[src/design/skt_pkg.sv]
package skt_pkg;

  // Operation codes carried on the action field.
  localparam logic [1:0] ACT_INSERT = 2'd0;
  localparam logic [1:0] ACT_SEARCH = 2'd1;
  localparam logic [1:0] ACT_DELETE = 2'd2;

  // Result status codes.
  localparam logic [1:0] STAT_OK        = 2'd0;
  localparam logic [1:0] STAT_NOT_FOUND = 2'd1;
  localparam logic [1:0] STAT_FULL      = 2'd2;
  localparam logic [1:0] STAT_BAD_INDEX = 2'd3;

  // Fixed widths of the word fields.
  localparam int unsigned KeyW   = 32;
  localparam int unsigned IndexW = 6;
  localparam int unsigned CountW = 7;

  // Sequencer states.
  typedef enum logic [2:0] {
    ST_IDLE,
    ST_INS_SCAN,
    ST_INS_PUT0,
    ST_SRCH,
    ST_DEL
  } state_e;

endpackage

[src/design/skt_key_ram.sv]
module skt_key_ram #(
  parameter int unsigned Depth = 64,
  parameter int unsigned AddrW = 6
) (
  input  logic                                clk_i,
  input  logic                                we_i,
  input  logic [AddrW-1:0]                    waddr_i,
  input  logic signed [skt_pkg::KeyW-1:0]     wdata_i,
  input  logic                                re_i,
  input  logic [AddrW-1:0]                    raddr_i,
  output logic signed [skt_pkg::KeyW-1:0]     rdata_o
);

  logic signed [skt_pkg::KeyW-1:0] mem_q [Depth];

  // Write port.
  always_ff @(posedge clk_i) begin
    if (we_i) begin
      mem_q[waddr_i] <= wdata_i;
    end
  end

  // Read port with registered data.
  always_ff @(posedge clk_i) begin
    if (re_i) begin
      rdata_o <= mem_q[raddr_i];
    end
  end

endmodule

[src/design/sorted_key_table_core.sv]
// Insert walks from the tail, moving each smaller-or-equal key down one entry at a time through
// the key RAM, unless the table is empty or full; search walks from index 0 up to the tail;
// delete walks from index + 1 to the tail, unless the index is bad or the last. The result is
// registered in the pending register and then moves on to the output register. A new word is
// taken only while the sequencer is idle and the pending register is empty.
// Reset clears the entry count, the sequencer and the valid flags of both result registers.
module sorted_key_table_core #(
  parameter int unsigned TABLE_DEPTH = 64
) (
  input  logic                                  clk_i,
  input  logic                                  rst_ni,
  input  logic                                  in_valid_i,
  output logic                                  in_ready_o,
  input  logic [1:0]                            action_i,
  input  logic signed [skt_pkg::KeyW-1:0]       key_i,
  input  logic [skt_pkg::IndexW-1:0]            entry_index_i,
  output logic                                  out_valid_o,
  input  logic                                  out_ready_i,
  output logic [1:0]                            status_o,
  output logic [skt_pkg::IndexW-1:0]            found_index_o,
  output logic [skt_pkg::CountW-1:0]            entry_count_o
);

  localparam int unsigned AW   = $clog2(TABLE_DEPTH);
  localparam int unsigned CW   = $clog2(TABLE_DEPTH + 1);
  localparam int unsigned CmpW = (CW > skt_pkg::IndexW) ? CW : skt_pkg::IndexW;

  skt_pkg::state_e state_q, state_d;
  logic [AW-1:0]   ptr_q, ptr_d;
  logic [CW-1:0]   cnt_q, cnt_d;
  logic signed [skt_pkg::KeyW-1:0] key_q, key_d;

  // RAM port controls.
  logic                            ram_we, ram_re;
  logic [AW-1:0]                   ram_waddr, ram_raddr;
  logic signed [skt_pkg::KeyW-1:0] ram_wdata, ram_rdata;

  // Pending result and output register.
  logic                         res_load;
  logic [1:0]                   res_status;
  logic [AW-1:0]                res_index;
  logic                         pend_valid_q;
  logic [1:0]                   pend_status_q;
  logic [skt_pkg::IndexW-1:0]   pend_index_q;
  logic [skt_pkg::CountW-1:0]   pend_count_q;
  logic                         out_valid_q;
  logic [1:0]                   out_status_q;
  logic [skt_pkg::IndexW-1:0]   out_index_q;
  logic [skt_pkg::CountW-1:0]   out_count_q;
  logic                         move_out;

  logic          accept;
  logic [AW-1:0] last_idx;
  logic [AW-1:0] pos_idx;
  logic          pos_bad;

  skt_key_ram #(
    .Depth (TABLE_DEPTH),
    .AddrW (AW)
  ) u_key_ram (
    .clk_i   (clk_i),
    .we_i    (ram_we),
    .waddr_i (ram_waddr),
    .wdata_i (ram_wdata),
    .re_i    (ram_re),
    .raddr_i (ram_raddr),
    .rdata_o (ram_rdata)
  );

  assign in_ready_o = (state_q == skt_pkg::ST_IDLE) && !pend_valid_q;
  assign accept     = in_valid_i && in_ready_o;
  assign last_idx   = AW'(cnt_q - CW'(1));
  assign pos_idx    = AW'(entry_index_i);
  assign pos_bad    = CmpW'(entry_index_i) >= CmpW'(cnt_q);
  assign move_out   = pend_valid_q && (!out_valid_q || out_ready_i);

  // Sequencer: walks the key RAM one entry per cycle, reading ahead of its writes.
  always_comb begin
    state_d    = state_q;
    ptr_d      = ptr_q;
    cnt_d      = cnt_q;
    key_d      = key_q;
    ram_we     = 1'b0;
    ram_waddr  = '0;
    ram_wdata  = key_q;
    ram_re     = 1'b0;
    ram_raddr  = '0;
    res_load   = 1'b0;
    res_status = skt_pkg::STAT_OK;
    res_index  = '0;

    unique case (state_q)
      skt_pkg::ST_IDLE: begin
        if (accept) begin
          key_d = key_i;
          unique case (action_i)
            skt_pkg::ACT_INSERT: begin
              if (cnt_q == CW'(TABLE_DEPTH)) begin
                res_load   = 1'b1;
                res_status = skt_pkg::STAT_FULL;
              end else if (cnt_q == '0) begin
                ram_we    = 1'b1;
                ram_wdata = key_i;
                cnt_d     = CW'(1);
                res_load  = 1'b1;
              end else begin
                // Start at the tail and move smaller-or-equal keys down.
                ram_re    = 1'b1;
                ram_raddr = last_idx;
                ptr_d     = last_idx;
                state_d   = skt_pkg::ST_INS_SCAN;
              end
            end
            skt_pkg::ACT_SEARCH: begin
              if (cnt_q == '0) begin
                res_load   = 1'b1;
                res_status = skt_pkg::STAT_NOT_FOUND;
              end else begin
                ram_re  = 1'b1;
                ptr_d   = '0;
                state_d = skt_pkg::ST_SRCH;
              end
            end
            skt_pkg::ACT_DELETE: begin
              if (pos_bad) begin
                res_load   = 1'b1;
                res_status = skt_pkg::STAT_BAD_INDEX;
              end else if (pos_idx == last_idx) begin
                cnt_d    = cnt_q - CW'(1);
                res_load = 1'b1;
              end else begin
                ram_re    = 1'b1;
                ram_raddr = pos_idx + AW'(1);
                ptr_d     = pos_idx + AW'(1);
                state_d   = skt_pkg::ST_DEL;
              end
            end
            default: begin
              res_load   = 1'b1;
              res_status = skt_pkg::STAT_BAD_INDEX;
            end
          endcase
        end
      end

      skt_pkg::ST_INS_SCAN: begin
        ram_we    = 1'b1;
        ram_waddr = ptr_q + AW'(1);
        if (ram_rdata > key_q) begin
          // The new key lands just after the last larger key.
          ram_wdata = key_q;
          cnt_d     = cnt_q + CW'(1);
          res_load  = 1'b1;
          res_index = ptr_q + AW'(1);
          state_d   = skt_pkg::ST_IDLE;
        end else begin
          ram_wdata = ram_rdata;
          if (ptr_q == '0) begin
            state_d = skt_pkg::ST_INS_PUT0;
          end else begin
            ram_re    = 1'b1;
            ram_raddr = ptr_q - AW'(1);
            ptr_d     = ptr_q - AW'(1);
          end
        end
      end

      skt_pkg::ST_INS_PUT0: begin
        ram_we    = 1'b1;
        ram_wdata = key_q;
        cnt_d     = cnt_q + CW'(1);
        res_load  = 1'b1;
        state_d   = skt_pkg::ST_IDLE;
      end

      skt_pkg::ST_SRCH: begin
        if (ram_rdata == key_q) begin
          res_load  = 1'b1;
          res_index = ptr_q;
          state_d   = skt_pkg::ST_IDLE;
        end else if (ptr_q == last_idx) begin
          res_load   = 1'b1;
          res_status = skt_pkg::STAT_NOT_FOUND;
          state_d    = skt_pkg::ST_IDLE;
        end else begin
          ram_re    = 1'b1;
          ram_raddr = ptr_q + AW'(1);
          ptr_d     = ptr_q + AW'(1);
        end
      end

      skt_pkg::ST_DEL: begin
        // Move each entry one place up to close the gap.
        ram_we    = 1'b1;
        ram_waddr = ptr_q - AW'(1);
        ram_wdata = ram_rdata;
        if (ptr_q == last_idx) begin
          cnt_d    = cnt_q - CW'(1);
          res_load = 1'b1;
          state_d  = skt_pkg::ST_IDLE;
        end else begin
          ram_re    = 1'b1;
          ram_raddr = ptr_q + AW'(1);
          ptr_d     = ptr_q + AW'(1);
        end
      end

      default: begin
        state_d = skt_pkg::ST_IDLE;
      end
    endcase
  end

  // Control state.
  always_ff @(posedge clk_i or negedge rst_ni) begin
    if (!rst_ni) begin
      state_q <= skt_pkg::ST_IDLE;
      cnt_q   <= '0;
    end else begin
      state_q <= state_d;
      cnt_q   <= cnt_d;
    end
  end

  // Operation payload.
  always_ff @(posedge clk_i) begin
    ptr_q <= ptr_d;
    key_q <= key_d;
  end

  // Pending result holds a finished word until the output register frees up.
  always_ff @(posedge clk_i or negedge rst_ni) begin
    if (!rst_ni) begin
      pend_valid_q <= 1'b0;
    end else if (res_load) begin
      pend_valid_q <= 1'b1;
    end else if (move_out) begin
      pend_valid_q <= 1'b0;
    end
  end

  always_ff @(posedge clk_i) begin
    if (res_load) begin
      pend_status_q <= res_status;
      pend_index_q  <= skt_pkg::IndexW'(res_index);
      pend_count_q  <= skt_pkg::CountW'(cnt_d);
    end
  end

  // Output register.
  always_ff @(posedge clk_i or negedge rst_ni) begin
    if (!rst_ni) begin
      out_valid_q <= 1'b0;
    end else if (move_out) begin
      out_valid_q <= 1'b1;
    end else if (out_ready_i) begin
      out_valid_q <= 1'b0;
    end
  end

  always_ff @(posedge clk_i) begin
    if (move_out) begin
      out_status_q <= pend_status_q;
      out_index_q  <= pend_index_q;
      out_count_q  <= pend_count_q;
    end
  end

  assign out_valid_o   = out_valid_q;
  assign status_o      = out_status_q;
  assign found_index_o = out_index_q;
  assign entry_count_o = out_count_q;

endmodule

[config.mk]
export PLATFORM = sky130hd
export DESIGN_NAME = sorted_key_table_core
export DESIGN_NICKNAME = d
export VERILOG_FILES = /design/src/design/skt_pkg.sv /design/src/design/skt_key_ram.sv /design/src/design/sorted_key_table_core.sv
export SDC_FILE = /design/constraint.sdc
export NUM_CORES = 2
export LEC_CHECK = 0
export BUFFER_PORTS_ARGS = -buffer_cell sky130_fd_sc_hd__buf_2
export CORE_MARGIN = 2
export CORE_UTILIZATION = 62
export DETAILED_ROUTE_END_ITERATION = 10
export PLACE_DENSITY = 0.83
export SLEW_MARGIN = 0
export SYNTH_ARGS = -nofsm -noshare
export SYNTH_HDL_FRONTEND = slang
export SYNTH_HIERARCHICAL = 1
export SYNTH_SLANG_ARGS = --single-unit
[constraint.sdc]
create_clock -name clk_i -period 8.02 [get_ports clk_i]
set_input_delay 0 -clock clk_i [delete_from_list [all_inputs] [get_ports clk_i]]
set_output_delay 0 -clock clk_i [all_outputs]
set_load 0.05 [all_outputs]
==> results by group <==
Timing
  – Setup TNS: 0 ns
  – F_max: 0.146 GHz
  – Final worst-path cycle share: 85.6%
  – Worst hold slack: 0.0760 ns
  – Worst-case clock skew: 0.0429 ns
  – Worst rel slew slack: -5.62%
  – Unrepaired setup endpoints after global routing: false
  – Min Tclk post-route: 6.87 ns
  – Final Max Tran Viols: 3
  – Final Setup Violations: 0
  – Final Hold Fails: 0
  – Worst slew pin tran: 1.57 ns

Route
  – Via/cell ratio: 7.51
  – Routed via count: 47.8k
  – DR iter-0 viols: 9,014
  – Final ANT Viol Nets: 0
  – WL final: 253,000 um
  – DR DRC count: 2
  – Drt first pass iters: 9
  – Drt wl/cell: 39.7 um

Place
  – IO buf count: 60
  – GPL Wtd Cong: 0.943
  – HPWL after DPL: 133,000 um
  – Placed instance count: 5,927

Hold path
  – HP Class: in2reg
  – Worst Hold Launch: entry_index_i[1]
  – Hold path endpoint: ptr_q[5]
  – Hold Path Depth: 6

CTS
  – CTS tree: built
  – Clk sink count: 2,160
  – Clock-pin slew on the worst setup and hold paths: 0.06 ns
  – Worst-Skew Late Latency: 0.85 ns
  – Root buffer cell: clkbuf_16
  – H-tree Lvls: 4
  – Cts bufs inserted: 196
  – Post-CTS setup buffers: 0
  – Clk buf depth: 3

Setup path
  – Worst r2r src: u_key_ram/rdata_o[14]
  – Reg2Reg Depth: 15
  – CP arrival: 7.44 ns
  – Delay-heaviest family, CP: compound AO/OA/AOI/OAI gates
  – Slowest cell on the critical path: o221ai_4
  – Most used cell, CP: a211oi_1
  – Worst EP required: 8.59 ns
  – Critical path endpoint category: register
  – CP bufs+invs: 1
  – Critical path fanouts, max: 123
  – Critical path type: reg2reg
  – Cell Chain, Critical Path: ha_1 > and4_1 > nand2_1 > and3b_1 > a211oi_1 > a211oi_1 > nor2_1 > nand2_1 > o221ai_4 > buf_12 > mux4_2 > nor2b_1 > a211oi_1 > o21ai_0 > and3_1
  – Startpoint types: register
  – Setup slack, reg-to-reg: 1.15 ns
  – CP max stage delay: 0.69 ns
  – RR Endpoint: u_key_ram/rdata_o[28]

Die
  – Die area: 141,000 sq um
  – Row cnt: 136
  – Chip width: 375 um
  – Starting Density: 62.3%
  – Die height: 375 um
  – Boundary Pins: 61
  – Core ar.: 137,000 sq um

Power and ir drop
  – Tot Pwr: 44.9 mW
  – Leakage: 29.7 nW
  – Peak VDD IR: 0.495 mV
  – Pwr per Cell Area: 469 nW/um^2

Logic synthesis
  – Synth cell types: 84
  – Synth Area per Inst: 20.5 sq um
  – Area contributors post-synth: edfxtp_1 75%, mux4_2 12%, mux2i_1 2.2%
  – Post-Syn Area: 85,500 sq um
  – Synth async-reset ratio: 0.556%
  – FF+latch count, synth: 2,160
  – Top cell type's share of synthesized area: 75.4%
  – Main flop type after synthesis: edfxtp_1
  – EDFF count, synth: 2,148
  – Sequential-to-total area share from yosys stat: 75.8%
  – Synth area leader: edfxtp_1
  – Gate Count Post-Synth: 4,162
  – Synth warn: 6
  – Synth Net Count: 4,254

Global route
  – Vias in the first global route: 47.6k
  – Grt total ovfl: 0
  – Total global-route track usage: 36.2%
  – Initial antenna violation count: 16
  – Largest net degree at the start of global routing: 124
  – First-pass GRT wire length: 356,000 um

Run status
  – Failing checks: design-rule violations, max-capacitance violations, max-slew violations
  – Status: finished, violations left

Finish
  – Util after Layout: 69.8%
  – Area growth syn-to-layout: 12.0%
  – NumNets Final: 4,502
  – Share of layout cells above drive strength 1: 23.5%
  – Non-Filler Instances: 6,373

Job
  – Maxcap violations: 2
## worst max-delay path by stage
stage / start / to / slack (ns) / depth (start not counted)
2_1_floorplan: cnt_q[0] / u_key_ram/rdata_o[0] / 2.83 / 11
3_3_place_gp: u_key_ram/rdata_o[14] / u_key_ram/rdata_o[13] / 1.54 / 16
3_5_place_dp: u_key_ram/rdata_o[14] / u_key_ram/rdata_o[13] / 1.62 / 16
4_1_cts: u_key_ram/rdata_o[14] / u_key_ram/rdata_o[13] / 1.48 / 16
5_1_grt: u_key_ram/rdata_o[14] / u_key_ram/rdata_o[28] / 1.08 / 15
6_report: u_key_ram/rdata_o[14] / u_key_ram/rdata_o[28] / 1.15 / 15
## final cells by class
type | count | area (sq um)
Antenna cell | 7 | 17.5
Clock buffer | 230 | 5070
Clock inverter | 130 | 1230
Fill cell | 7517 | 41400
Inverter | 55 | 206
Multi-Input combinational cell | 1708 | 19700
Sequential cell | 2160 | 64800
Tap cell | 1794 | 2240
Timing Repair Buffer | 289 | 2440
## registers in the layout, indices dropped and copies added (netlist names)
register and count:
entry_count_o 7, pend_status_q 2, pend_valid_q 1, u_key_ram/rdata_o 32, status_o 2, out_valid_o 1
u_key_ram/mem_q 2048, state_q 3, found_index_o 6, pend_index_q 6, cnt_q 7, key_q 32
pend_count_q 7, ptr_q 6
## synthesized netlist by cell type (all sizes together) (26+ instances only)
master     n
mux2i    189
o22ai     58
nand3     64
a22oi    130
nor2     134
a21oi     70
nand2     83
o21ai     58
a21o      35
clkbuf    99
a31oi     26
a22o      45
mux4     446
buf      140
inv       54
edfxtp  2148
ha        48
## worst min-delay path: cells and delay by family
family	cells	cell delay [ns]
buf+inv	1	0.15
xor+xnor	1	0.17
simple gates	2	0.17
compound gates	2	0.28
## layout by cell type, fill, tap and decap left out, types with 26 or more instances in the layout
cell / Yosys / layout
nand3_1: 64 / 64
nor2_4: 0 / 66
clkbuf_1: 98 / 32
mux2i_1: 189 / 189
clkbuf_16: 0 / 198
nor2_1: 134 / 67
o21ai_0: 56 / 55
buf_2: 61 / 60
a31oi_1: 26 / 26
ha_1: 48 / 48
a21oi_1: 70 / 70
dlygate4sd3_1: 0 / 78
edfxtp_1: 2148 / 2148
a22o_1: 45 / 45
buf_4: 28 / 133
nand2_1: 82 / 82
inv_1: 54 / 54
a21o_2: 0 / 30
o22ai_1: 58 / 57
clkinv_1: 1 / 50
clkinv_2: 0 / 43
a22oi_1: 129 / 129
mux4_2: 446 / 446
## metrics by stage
stage / setup WS [ns] / instance area (sq um)
after global placement: 1.54 / 88600
after detailed placement: 1.62 / 88600
after floorplan: 2.83 / 85500
after global routing: 1.08 / 95700
after CTS: 1.48 / 95700
final: 1.15 / 95800
## power breakdown
| group | leakage (nW) | switching (mW) | internal (mW) |
|---|---|---|---|
| sequential | 19.5 | 0.426 | 16.3 |
| clock | 3.10 | 4.25 | 5.16 |
| combinational | 7.06 | 13.1 | 5.70 |
## cells by family after synthesis
group,share of synthesized area [%]
muxes,14.0
buffers and inverters,1.92
xor gates and xnor gates,0.300
and+or+nand+nor,2.45
AOI/OAI and AO/OA,4.87
adders and majority gates,0.702
DFF,75.8
## routing by layer
| layer | wire length (um) | GRT usage, % | part of all wire, % | vias to the layer above |
|---|---|---|---|---|
| li1 | - | - | - | 17940 |
| met1 | 79400 | 46.5 | 31 | 23971 |
| met2 | 115000 | 54.7 | 46 | 4828 |
| met3 | 38700 | 11.5 | 15 | 1088 |
| met4 | 19200 | 21.9 | 7.6 | 20 |
| met5 | 223 | 0.515 | 0.088 | - |
## what timing repair did
| action | 4_1_cts | 5_1_grt |
|---|---|---|
| gates resized for setup | 0 | 0 |
| hold endpoints to repair | 90 | 0 |
| hold buffers | 78 | 0 |
Power figures use the tool's default switching activity.
